--- config.mk ---
export PLATFORM = sky130hd
export DESIGN_NAME = i2c_display_write_serializer
export DESIGN_NICKNAME = d
export VERILOG_FILES = /design/src/rtl/core/i2cdw_pkg.sv /design/src/rtl/core/i2cdw_front.sv /design/src/rtl/core/i2cdw_cmd_fifo.sv /design/src/rtl/core/i2cdw_back.sv /design/src/rtl/core/i2c_display_write_serializer.sv
export SDC_FILE = /design/constraint.sdc
export NUM_CORES = 1
export LEC_CHECK = 0
export BUFFER_PORTS_ARGS = -buffer_cell sky130_fd_sc_hd__clkbuf_2
export CAP_MARGIN = 20
export CELL_PAD_IN_SITES_DETAIL_PLACEMENT = 2
export CELL_PAD_IN_SITES_GLOBAL_PLACEMENT = 2
export CORE_MARGIN = 1
export CORE_UTILIZATION = 38
export DETAILED_ROUTE_END_ITERATION = 12
export GPL_TIMING_DRIVEN = 1
export MAX_ROUTING_LAYER = met4
export PLACE_DENSITY = 0.73
export SETUP_SLACK_MARGIN = 0.5
export SYNTH_ARGS = -nofsm -noshare
export SYNTH_HDL_FRONTEND = slang
export SYNTH_SLANG_ARGS = --single-unit
--- constraint.sdc ---
create_clock -name clk -period 2.15 [get_ports clk]
set_input_delay 0.215 -clock clk [delete_from_list [all_inputs] [get_ports clk]]
set_output_delay 0.215 -clock clk [all_outputs]
set_load 0.02 [all_outputs]
--- src/rtl/core/i2cdw_pkg.sv ---
// ----------------------------------------------------------------------------
// i2cdw_pkg
// shared types and constants of the i2c display write serializer
// ----------------------------------------------------------------------------
package i2cdw_pkg;

  localparam int unsigned ADDR_W         = 7;
  localparam int unsigned BYTE_W         = 8;
  localparam int unsigned CMD_FIFO_DEPTH = 2;

  // bus symbol codes
  localparam logic [1:0] SYM_START = 2'd0;
  localparam logic [1:0] SYM_BIT   = 2'd1;
  localparam logic [1:0] SYM_STOP  = 2'd2;

  // last bit of a nine-bit byte frame (released acknowledge slot)
  localparam logic [3:0] FRAME_LAST_BIT = 4'd8;

  typedef struct packed {
    logic [BYTE_W-1:0] data_byte;
    logic              has_byte;
    logic              is_data;
    logic              last;
  } in_word_t;

  typedef struct packed {
    logic [1:0] symbol;
    logic       sda_level;
    logic       end_of_run;
  } out_word_t;

  // classified work for the back end
  typedef struct packed {
    logic              open_txn;
    logic [ADDR_W-1:0] addr;
    logic              is_data;
    logic              has_byte;
    logic [BYTE_W-1:0] data_byte;
    logic              last;
  } cmd_t;

  typedef struct packed {
    logic full;
    logic empty;
  } fifo_stat_t;

endpackage

--- src/rtl/core/i2cdw_front.sv ---
// ----------------------------------------------------------------------------
// i2cdw_front
// accepts words, tracks the open transaction and builds commands
// ----------------------------------------------------------------------------
module i2cdw_front (
  input  logic                                clk,
  input  logic                                rst_n,
  input  logic                                cfg_we,
  input  logic [i2cdw_pkg::ADDR_W-1:0]        cfg_data,
  input  logic                                in_push,
  output logic                                in_full,
  input  i2cdw_pkg::in_word_t                 in_word,
  input  i2cdw_pkg::fifo_stat_t               fifo_stat,
  output logic                                cmd_push,
  output i2cdw_pkg::cmd_t                     cmd
);

  logic                         open_r, open_nxt;
  logic [i2cdw_pkg::ADDR_W-1:0] addr_r, addr_nxt;
  logic                         accept;

  assign in_full = fifo_stat.full;
  assign accept  = in_push && !fifo_stat.full;

  always_comb begin
    cmd.open_txn  = !open_r;
    cmd.addr      = addr_r;
    cmd.is_data   = in_word.is_data;
    cmd.has_byte  = in_word.has_byte;
    cmd.data_byte = in_word.data_byte;
    cmd.last      = in_word.last;
    // an empty word inside an open transaction yields nothing
    cmd_push      = accept && (!open_r || in_word.has_byte || in_word.last);
    open_nxt      = accept ? !in_word.last : open_r;
    addr_nxt      = cfg_we ? cfg_data : addr_r;
  end

  always_ff @(posedge clk) begin
    if (!rst_n) begin
      open_r <= 1'b0;
      addr_r <= '0;
    end else begin
      open_r <= open_nxt;
      addr_r <= addr_nxt;
    end
  end

endmodule

--- src/rtl/core/i2cdw_cmd_fifo.sv ---
// ----------------------------------------------------------------------------
// i2cdw_cmd_fifo
// short command queue between front and back end
// ----------------------------------------------------------------------------
module i2cdw_cmd_fifo #(
  parameter int unsigned Depth = i2cdw_pkg::CMD_FIFO_DEPTH
) (
  input  logic                  clk,
  input  logic                  rst_n,
  input  logic                  push,
  input  i2cdw_pkg::cmd_t       wr_cmd,
  input  logic                  pop,
  output i2cdw_pkg::cmd_t       rd_cmd,
  output i2cdw_pkg::fifo_stat_t stat
);

  localparam int unsigned PtrW = (Depth > 1) ? $clog2(Depth) : 1;
  localparam int unsigned CntW = $clog2(Depth + 1);

  i2cdw_pkg::cmd_t mem_r [Depth];
  logic [PtrW-1:0] wp_r, wp_nxt, rp_r, rp_nxt;
  logic [CntW-1:0] cnt_r, cnt_nxt;
  logic            do_push, do_pop;

  assign stat.full  = (cnt_r == CntW'(Depth));
  assign stat.empty = (cnt_r == '0);
  assign do_push    = push && !stat.full;
  assign do_pop     = pop && !stat.empty;
  assign rd_cmd     = mem_r[rp_r];

  always_comb begin
    wp_nxt  = wp_r;
    rp_nxt  = rp_r;
    cnt_nxt = cnt_r;
    if (do_push) begin
      wp_nxt = (wp_r == PtrW'(Depth - 1)) ? '0 : wp_r + 1'b1;
    end
    if (do_pop) begin
      rp_nxt = (rp_r == PtrW'(Depth - 1)) ? '0 : rp_r + 1'b1;
    end
    if (do_push && !do_pop) begin
      cnt_nxt = cnt_r + 1'b1;
    end else if (do_pop && !do_push) begin
      cnt_nxt = cnt_r - 1'b1;
    end
  end

  always_ff @(posedge clk) begin
    if (do_push) begin
      mem_r[wp_r] <= wr_cmd;
    end
  end

  always_ff @(posedge clk) begin
    if (!rst_n) begin
      wp_r  <= '0;
      rp_r  <= '0;
      cnt_r <= '0;
    end else begin
      wp_r  <= wp_nxt;
      rp_r  <= rp_nxt;
      cnt_r <= cnt_nxt;
    end
  end

endmodule

--- src/rtl/core/i2cdw_back.sv ---
// ----------------------------------------------------------------------------
// i2cdw_back
// symbol sequencer: start, address, control, data and stop phases
// ----------------------------------------------------------------------------
module i2cdw_back (
  input  logic                  clk,
  input  logic                  rst_n,
  input  i2cdw_pkg::cmd_t       rd_cmd,
  input  logic                  fifo_empty,
  output logic                  fifo_pop,
  output logic                  out_empty,
  input  logic                  out_pop,
  output i2cdw_pkg::out_word_t  out_word
);

  localparam logic [2:0] PH_IDLE  = 3'd0;
  localparam logic [2:0] PH_START = 3'd1;
  localparam logic [2:0] PH_ADDR  = 3'd2;
  localparam logic [2:0] PH_CTRL  = 3'd3;
  localparam logic [2:0] PH_DATA  = 3'd4;
  localparam logic [2:0] PH_STOP  = 3'd5;

  logic [2:0]                   phase_r, phase_nxt;
  logic [3:0]                   bit_r, bit_nxt;
  i2cdw_pkg::cmd_t              cur_r, cur_nxt;
  logic                         ov_r, ov_nxt;
  i2cdw_pkg::out_word_t         ow_r, ow_nxt;
  logic                         emit;
  logic [i2cdw_pkg::BYTE_W-1:0] byte_sel;
  logic                         frame_end;
  logic                         sda_bit;

  assign out_empty = !ov_r;
  assign out_word  = ow_r;
  assign emit      = (phase_r != PH_IDLE) && (!ov_r || out_pop);
  assign frame_end = (bit_r == i2cdw_pkg::FRAME_LAST_BIT);

  always_comb begin
    case (phase_r)
      PH_ADDR: byte_sel = {cur_r.addr, 1'b0};
      PH_CTRL: byte_sel = {1'b0, cur_r.is_data, 6'b0};
      default: byte_sel = cur_r.data_byte;
    endcase
    sda_bit = frame_end ? 1'b1 : byte_sel[3'(4'd7 - bit_r)];
  end

  always_comb begin
    phase_nxt = phase_r;
    bit_nxt   = bit_r;
    cur_nxt   = cur_r;
    fifo_pop  = 1'b0;
    ow_nxt    = ow_r;
    ov_nxt    = (ov_r && !out_pop);

    if (phase_r == PH_IDLE) begin
      if (!fifo_empty) begin
        fifo_pop = 1'b1;
        cur_nxt  = rd_cmd;
        bit_nxt  = '0;
        if (rd_cmd.open_txn) begin
          phase_nxt = PH_START;
        end else if (rd_cmd.has_byte) begin
          phase_nxt = PH_DATA;
        end else begin
          phase_nxt = PH_STOP;
        end
      end
    end else if (emit) begin
      ov_nxt            = 1'b1;
      ow_nxt.symbol     = i2cdw_pkg::SYM_BIT;
      ow_nxt.sda_level  = sda_bit;
      ow_nxt.end_of_run = 1'b0;
      bit_nxt           = frame_end ? 4'd0 : bit_r + 4'd1;
      case (phase_r)
        PH_START: begin
          ow_nxt.symbol    = i2cdw_pkg::SYM_START;
          ow_nxt.sda_level = 1'b0;
          bit_nxt          = '0;
          phase_nxt        = PH_ADDR;
        end
        PH_ADDR: begin
          if (frame_end) begin
            phase_nxt = PH_CTRL;
          end
        end
        PH_CTRL: begin
          if (frame_end) begin
            if (cur_r.has_byte) begin
              phase_nxt = PH_DATA;
            end else if (cur_r.last) begin
              phase_nxt = PH_STOP;
            end else begin
              phase_nxt         = PH_IDLE;
              ow_nxt.end_of_run = 1'b1;
            end
          end
        end
        PH_DATA: begin
          if (frame_end) begin
            if (cur_r.last) begin
              phase_nxt = PH_STOP;
            end else begin
              phase_nxt         = PH_IDLE;
              ow_nxt.end_of_run = 1'b1;
            end
          end
        end
        PH_STOP: begin
          ow_nxt.symbol     = i2cdw_pkg::SYM_STOP;
          ow_nxt.sda_level  = 1'b1;
          ow_nxt.end_of_run = 1'b1;
          phase_nxt         = PH_IDLE;
        end
        default: begin
          phase_nxt = PH_IDLE;
        end
      endcase
    end
  end

  always_ff @(posedge clk) begin
    cur_r <= cur_nxt;
    bit_r <= bit_nxt;
    ow_r  <= ow_nxt;
  end

  always_ff @(posedge clk) begin
    if (!rst_n) begin
      phase_r <= PH_IDLE;
      ov_r    <= 1'b0;
    end else begin
      phase_r <= phase_nxt;
      ov_r    <= ov_nxt;
    end
  end

endmodule

--- src/rtl/core/i2c_display_write_serializer.sv ---
// ----------------------------------------------------------------------------
// i2c_display_write_serializer
// write-only i2c master symbol stream for a display controller
// ----------------------------------------------------------------------------
// usage:
//   input channel: a word (data byte plus has_byte, is_data, last markers) is
//   taken when in_push is high and in_full is low
//   result channel: a bus symbol (start, clocked bit or stop) sits
//   on out_word while out_empty is low and leaves when out_pop is high
//   cfg_we/cfg_data set the seven-bit target address, written while idle
//   an opening word gives start, address and control frames (nine bits
//   each, ninth released), its data frame if it has a byte, a stop if last
// path: a word is queued, loaded by the sequencer, and its symbols registered
// throughput: one symbol per cycle from the sequencer while out_word is
//   free or popped; an open-transaction word takes nine bits plus a command
//   load, an opening word also a start plus address and control frames
// reset: transaction closed, address zero, queues and output emptied
// stall: when out_pop stays low the output register holds its symbol, the
//   sequencer waits, and in_full rises once the command queue fills
// ----------------------------------------------------------------------------
module i2c_display_write_serializer #(
  parameter int unsigned CmdFifoDepth = i2cdw_pkg::CMD_FIFO_DEPTH
) (
  input  logic                          clk,
  input  logic                          rst_n,
  input  logic                          cfg_we,
  input  logic [i2cdw_pkg::ADDR_W-1:0]  cfg_data,
  input  logic                          in_push,
  output logic                          in_full,
  input  i2cdw_pkg::in_word_t           in_word,
  output logic                          out_empty,
  input  logic                          out_pop,
  output i2cdw_pkg::out_word_t          out_word
);

  // front to queue
  logic                  cmd_push;
  i2cdw_pkg::cmd_t       cmd_wr;
  // queue to back
  logic                  cmd_pop;
  i2cdw_pkg::cmd_t       cmd_rd;
  i2cdw_pkg::fifo_stat_t fifo_stat;

  // front end: accept, track open transaction, classify
  i2cdw_front u_front (
    .clk       (clk),
    .rst_n     (rst_n),
    .cfg_we    (cfg_we),
    .cfg_data  (cfg_data),
    .in_push   (in_push),
    .in_full   (in_full),
    .in_word   (in_word),
    .fifo_stat (fifo_stat),
    .cmd_push  (cmd_push),
    .cmd       (cmd_wr)
  );

  // decoupling queue
  i2cdw_cmd_fifo #(
    .Depth (CmdFifoDepth)
  ) u_fifo (
    .clk    (clk),
    .rst_n  (rst_n),
    .push   (cmd_push),
    .wr_cmd (cmd_wr),
    .pop    (cmd_pop),
    .rd_cmd (cmd_rd),
    .stat   (fifo_stat)
  );

  // back end: symbol sequencer with output register
  i2cdw_back u_back (
    .clk        (clk),
    .rst_n      (rst_n),
    .rd_cmd     (cmd_rd),
    .fifo_empty (fifo_stat.empty),
    .fifo_pop   (cmd_pop),
    .out_empty  (out_empty),
    .out_pop    (out_pop),
    .out_word   (out_word)
  );

  // no unused symbol code ever leaves the block
  a_sym_valid: assert property (@(posedge clk) disable iff (!rst_n)
    !out_empty |-> (out_word.symbol == i2cdw_pkg::SYM_START ||
                    out_word.symbol == i2cdw_pkg::SYM_BIT ||
                    out_word.symbol == i2cdw_pkg::SYM_STOP))
    else $error("illegal symbol code");

  // a start is always followed by header bits, never ends a run
  a_start_not_end: assert property (@(posedge clk) disable iff (!rst_n)
    (!out_empty && out_word.symbol == i2cdw_pkg::SYM_START) |->
      (!out_word.end_of_run && !out_word.sda_level))
    else $error("start symbol malformed");

  // a stop always closes the run of its word
  a_stop_ends: assert property (@(posedge clk) disable iff (!rst_n)
    (!out_empty && out_word.symbol == i2cdw_pkg::SYM_STOP) |->
      (out_word.end_of_run && out_word.sda_level))
    else $error("stop symbol malformed");

  // the queue is never pushed while full
  a_no_overflow: assert property (@(posedge clk) disable iff (!rst_n)
    fifo_stat.full |-> !cmd_push)
    else $error("command queue overflow");

endmodule
# Yosys cells after proc, flatten, opt, wreduce, memory -nomap -nowiden
# Memory sizes are Yosys's and may differ from the RTL's. A register that Yosys moved wholly into a read port is not among the register bits.
# Index checks and enable logic that the tools add are counted.
# Widths: inputs -> output; s select.
# classes
n_addsub	6
magnitude_cmp	1
eq_ne	11
mux	38
bitwise	2
reduce_logical	28
# op_table
operator	count
$mux 3	9
$mux 4	5
$mux 1	17
$pmux 8 s2	1
$pmux 3 s4	1
$ne 3x1->1 const B	3
$logic_and 1x1->1	8
$logic_not 1->1	8
$eq 3x2->1 const B	2
$eq 3x3->1 const B	2
$pmux 3 s2	1
$reduce_and 2->1	3
$reduce_and 5->1	1
$add 4x1->4 const B	1
$eq 4x4->1 const B	1
$lt 3x4->1 const B	1
$mux 2	2
$reduce_bool 2->1	2
$bmux 1 s3	1
$eq 3x1->1 const B	1
$logic_not 3->1	1
$logic_or 1x1->1	3
$pmux 1 s3	1
$reduce_bool 3->1	1
other kinds (8)	10
# word_totals
regBits	42
mem_bits_rw	38
input_bits	23
out_inout_bits	6
elab_cells	103
n_memories	1
# memory_table
name	words	width	rd	rd_clocked_by_memory_dff	write_ports	line	rtl
u_fifo.mem_r	2	19	1	1	1	i2cdw_cmd_fifo.sv:20	i2cdw_pkg::cmd_t mem_r [Depth];

# Longest topological paths before layout
# depth
ltp_word	9
depth_mapped	7
mapped_depth_nobuf	7

# Cells and area by module
# From an unflattened synthesis, not the netlist that was laid out.
# hier_totals
hier_cells	240
hier_area_um2	3404.5
# modules_own_cells
module	n_inst	cells_per_inst	area_each_um2	seq_area_each_um2
i2cdw_cmd_fifo	1	84	1601.5	1241.2
i2cdw_back	1	115	1387.6	860.8
i2cdw_front	1	41	415.4	160.2

# Least setup slack after synthesis
# No wires, ideal clock.
# synth_path
path_kind	reg2reg
startpoint	register u_fifo.cnt_r[0]
endpoint	memory u_fifo.mem_r[0][0] (netlist name), enable pin
setup_ns	0.398
arrival_time_ns	1.657
required_ns	1.752
slack_ns	0.094
stages_incl_launch_ff	4
n_path_buf	0
period_less_slack_ns	2.056
cell_sequence	dfxtp_1 -> o21ai_1 -> a21oi_1 -> nor2b_1
# synth_between
elab_chain_cells	7
# synth_rtl
item	line	rtl
start: declaration	i2cdw_cmd_fifo.sv:22	logic [CntW-1:0] cnt_r, cnt_nxt;
start signal: assignment	i2cdw_cmd_fifo.sv:62	cnt_r <= cnt_nxt;
$eq 2x2->1 *	i2cdw_cmd_fifo.sv:25	assign stat.full = (cnt_r == CntW'(Depth));
$logic_not 1->1 *	i2cdw_front.sv:23, i2cdw_cmd_fifo.sv:27	
$logic_and 1x1->1	i2cdw_front.sv:23	assign accept = in_push && !fifo_stat.full;
$logic_and 1x1->1	i2cdw_front.sv:33	cmd_push = accept && (!open_r || in_word.has_byte || in_word.last);
$logic_and 1x1->1 *	i2cdw_cmd_fifo.sv:27	assign do_push = push && !stat.full;
net u_fifo.do_push	i2cdw_cmd_fifo.sv:23	logic do_push, do_pop;
$mux 1 *	i2cdw_cmd_fifo.sv:49	if (do_push) begin
$mux 1 (not written as such) *	i2cdw_cmd_fifo.sv:50	mem_r[wp_r] <= wr_cmd;
end: declaration	i2cdw_cmd_fifo.sv:20	
# The timed path passes the listed nets; every way through them passes the cells marked *.

# Worst setup path in the final report
# layout_path
startpoint	register u_back.phase_r[0]
endpoint	register u_back.ow_r (netlist bit u_back.out_word[1]), data pin
# layout_between
elab_chain_cells	6
elab_cells_between_ends	9
classes_between	eq/ne (4); mux (5)
# layout_rtl
item	line	rtl
start: declaration	i2cdw_back.sv:23	logic [2:0] phase_r, phase_nxt;
start signal: assignment	i2cdw_back.sv:132	phase_r <= phase_nxt;
$eq 3x2->1	i2cdw_back.sv:39	case (phase_r)
$pmux 8 s2	i2cdw_back.sv:39	
$bmux 1 s3	i2cdw_back.sv:44	sda_bit = frame_end ? 1'b1 : byte_sel[3'(4'd7 - bit_r)];
$mux 1 (not written as such)	i2cdw_back.sv:44	
$mux 1	i2cdw_back.sv:44	
$pmux 3 s2 *	i2cdw_back.sv:74	case (phase_r)
end signal: assignment	i2cdw_back.sv:124	ow_r <= ow_nxt;
end: declaration	i2cdw_back.sv:27	i2cdw_pkg::out_word_t ow_r, ow_nxt;
# Mark *: on every way between the ends. The rest lies on a longest branch, timed or not. The select of a mux whose other input is x is not followed.
# A chain may end at the register's enable or synchronous reset.

==> summary.txt <==
Critical path
  • Endpoint required time on the critical path: 2.25 ns
  • Critical Setup Path Class: flop to flop
  • Category of the worst setup path capture point: flop
  • Largest incremental delay on the critical path: 0.45 ns
  • Critical Path Start Type: flop
  • Crit path cell chain: mux2_4 -> mux4_2 -> mux2_4 -> a2111oi_4 -> nor3_2
  • Library cell contributing the largest single delay on the critical path: sky130_fd_sc_hd__mux4_2
  • Crit-path max FO: 4
  • Critical path arrival: 2.03 ns
  • Crit path top cell by count: sky130_fd_sc_hd__mux2_4

Final layout
  • Summed area of non-filler cells in the final layout: 4090 um2
  • Number of filler instances in the final layout: 807
  • Diode insertion count for antenna repair: 0
  • Cell Count, Final, Fillers Out: 389
  • Post-route core utilization: 0.495
  • Fraction of final layout cells with drive strength greater than 1: 0.380
  • Layout Nets: 305
  • Highest-count cells in the layout ignoring fill and taps: sky130_fd_sc_hd__edfxtp_1, sky130_fd_sc_hd__clkbuf_2, sky130_fd_sc_hd__buf_4
  • Most common library cell in the layout ignoring fill and taps: sky130_fd_sc_hd__edfxtp_1
  • Post-synthesis to final-layout area growth: 25.0%

Logic synthesis
  • Synth area leader: sky130_fd_sc_hd__edfxtp_1
  • Mapped cell area: 3270 um2
  • Most instantiated flip-flop cell in the synthesis netlist: sky130_fd_sc_hd__edfxtp_1
  • Dominant cells by area after synthesis: sky130_fd_sc_hd__edfxtp_1, sky130_fd_sc_hd__dfxtp_1, sky130_fd_sc_hd__mux2_1
  • Number of enable flip-flop cells after synthesis: 64
  • Sequential fraction of the synthesis area: 0.691
  • Mean area per synthesized cell: 15.1 um2
  • Area share of the largest cell type after synthesis: 0.587
  • Net count after synthesis: 243
  • Number of flip-flops and latches in the synthesized netlist: 81
  • Gate count of the mapped netlist: 217
  • Synthesis Warnings: 0
  • Synth unique cells: 40
  • Proportion of register bits with asynchronous set or reset after synthesis: 0

Place
  • Global placement routability congestion: 0.781
  • Post-detail-place hpwl: 4950 um
  • DP Cell Count: 356
  • Post-Place Cell Area: 3660 um2
  • Port Buffers: 28

GRT
  • Global-route usage over all layers: 0.197
  • Gr busiest metal: met2
  • Met3 layer usage reported by global route: 0.0443
  • Vias in the first global route: 2,220
  • Antenna violations before repair: 0
  • Grt met1 use: 0.216
  • Pin count of the biggest net entering global routing: 19
  • Wire length of the first global-routing pass: 12,200 um
  • Met2 Resource Use GR: 0.337
  • Total grt overflow: 0

Clock tree
  • Clock transition at the registers of the reported paths: 0.09 ns
  • Htree depth: 3
  • Clock network latency to the later pin of the worst-skew pair: 0.34 ns
  • CTS max path bufs: 2
  • TritonCTS buffer count: 9
  • TritonCTS clock tree: done
  • Number of buffers inserted for hold repair after clock tree synthesis: 0
  • Clock root buffer master: sky130_fd_sc_hd__clkbuf_8
  • # clock sinks: 81

Route
  • Per-cell via count in the routed design: 5.15
  • DR vias: 2,002
  • DRC violation count after routing: 0
  • Number of nets with antenna violations after routing: 0
  • Wirelength, routed: 7850 um
  • Average wire length per cell after detail routing: 20.2 um
  • Iter 0 DRT Violations: 37
  • Number of detailed-route iterations in the first pass: 4

Die
  • DIE HEIGHT: 94.8 um
  • Die area: 8990 um2
  • I/O Pins: 29
  • Die X: 94.8 um
  • Initial standard-cell utilization of the core: 0.396
  • Std-Cell Rows: 33
  • Floorplan core area: 8260 um2

Worst hold path
  • Class of the worst hold path: input pin to flop

Pwr
  • Power density over the cells: 1380 nW/um2
  • Static leakage: 1.52 nW
  • Max rail drop VDD: 0.465 mV

STA
  • Count of endpoints failing setup in the final report: 0
  • Sum of negative setup slack: 0 ns
  • Worst slew pin tran: 0.367 ns
  • Worst slack on hold paths: 0.0662 ns
  • RSZ-0062 raised after global routing: true
  • Final period utilization: 0.899
  • Final-report max-slew violation count: 0
  • Peak Freq: 518 MHz
  • Slew HR: 0.754
  • Final-report hold violation count: 0
  • Tmin final: 1.93 ns
  • Worst setup skew after layout: 0.0102 ns

Outcome
  • Outcome: complete, no violations

Run
  • Max Cap Violations: 0
layer usage:
layer / part of all wire / vias to the layer above
met4: 0.028 / 0
met2: 0.54 / 37
met1: 0.41 / 1018
li1: - / 933
met3: 0.025 / 14
met5: 0 / -
sequential cells by signal (all words and copies together), names as in the netlist, 2 cells and up, named ones only:
signal and cells:
u_back.bit_r 4, u_back.cur_r 18, u_back.out_word 4, u_back.phase_r 3, u_fifo.cnt_r 2, u_fifo.mem_r 38
u_front.addr_r 7
critical path, delay by kind of cell, from the launching register on:
kind	cells	cell delay [ns]
AND/OR/NAND/NOR	1	0.06
multiplexers	3	1.04
flip-flops	1	0.38
AO/OA/AOI/OAI	1	0.20
path summary, 6_finish.rpt:
check                            startpoint                       endpoint  slack, ns  depth (start not counted)
min reg2reg  u_front.addr_r[6]$_SDFFE_PN0P_  u_fifo.mem_r[0][17]$_DFFE_PP_       0.46                          0
min                              in_word[9]   u_fifo.mem_r[0][7]$_DFFE_PP_       0.07                          1
max          u_back.phase_r[0]$_SDFFE_PN0P_   u_back.out_word[1]$_DFFE_PP_       0.22                          5
max reg2reg  u_back.phase_r[0]$_SDFFE_PN0P_   u_back.out_word[1]$_DFFE_PP_       0.22                          5
cell families after synthesis:
kind of cell / share of synthesized area
AO/OA/AOI/OAI: 0.0680
XOR/XNOR: 0.0134
adder cells (fa/ha/maj): 0.0115
buffers and inverters: 0.0195
flip-flops: 0.691
multiplexers: 0.112
AND/OR/NAND/NOR: 0.0849
area by class of cell:
class                   instances  area, um2  share of cell area
flip-flops and latches         81       2270               0.555
multi-input cells             119       1060               0.259
repair buffers                 58        394              0.0964
well taps                     105        131              0.0321
clock buffers                  10        128              0.0312
clock inverters                 6       67.6              0.0165
inverters                      10       40.0             0.00979
timing repair:
| action | in CTS | in global routing |
|---|---|---|
| endpoints found under the hold margin | 0 | 0 |
| buffers inserted | 13 | 4 |
| pin swaps | 6 | 4 |
| setup endpoints to repair | 55 | 36 |
| gates resized for setup | 15 | 10 |
cells in the mapped netlist, types with 5 or more instances:
cell type,n
sky130_fd_sc_hd__and2_1,7
sky130_fd_sc_hd__clkbuf_1,7
sky130_fd_sc_hd__dfxtp_1,17
sky130_fd_sc_hd__edfxtp_1,64
sky130_fd_sc_hd__inv_1,8
sky130_fd_sc_hd__mux2_1,11
sky130_fd_sc_hd__mux2_2,9
sky130_fd_sc_hd__mux2i_1,8
sky130_fd_sc_hd__nor2_1,12
sky130_fd_sc_hd__nor2b_1,13
sky130_fd_sc_hd__o21ai_1,5
report_power, final:
| part | switching, W | total, W | internal (W) |
|---|---|---|---|
| clock | 0.000561 | 0.00110 | 0.000544 |
| combinational | 0.00110 | 0.00208 | 0.000980 |
| sequential | 0.000238 | 0.00248 | 0.00224 |
metrics by stage:
step | worst slack [ns] | total power (W)
3_3_place_gp | 0.215 | 0.00401
5_1_grt | 0.167 | 0.00596
2_1_floorplan | 0.296 | 0.00350
6_report | 0.218 | 0.00566
4_1_cts | 0.202 | 0.00555
3_5_place_dp | 0.180 | 0.00413
No activity file was read; power rests on OpenSTA's default activity.
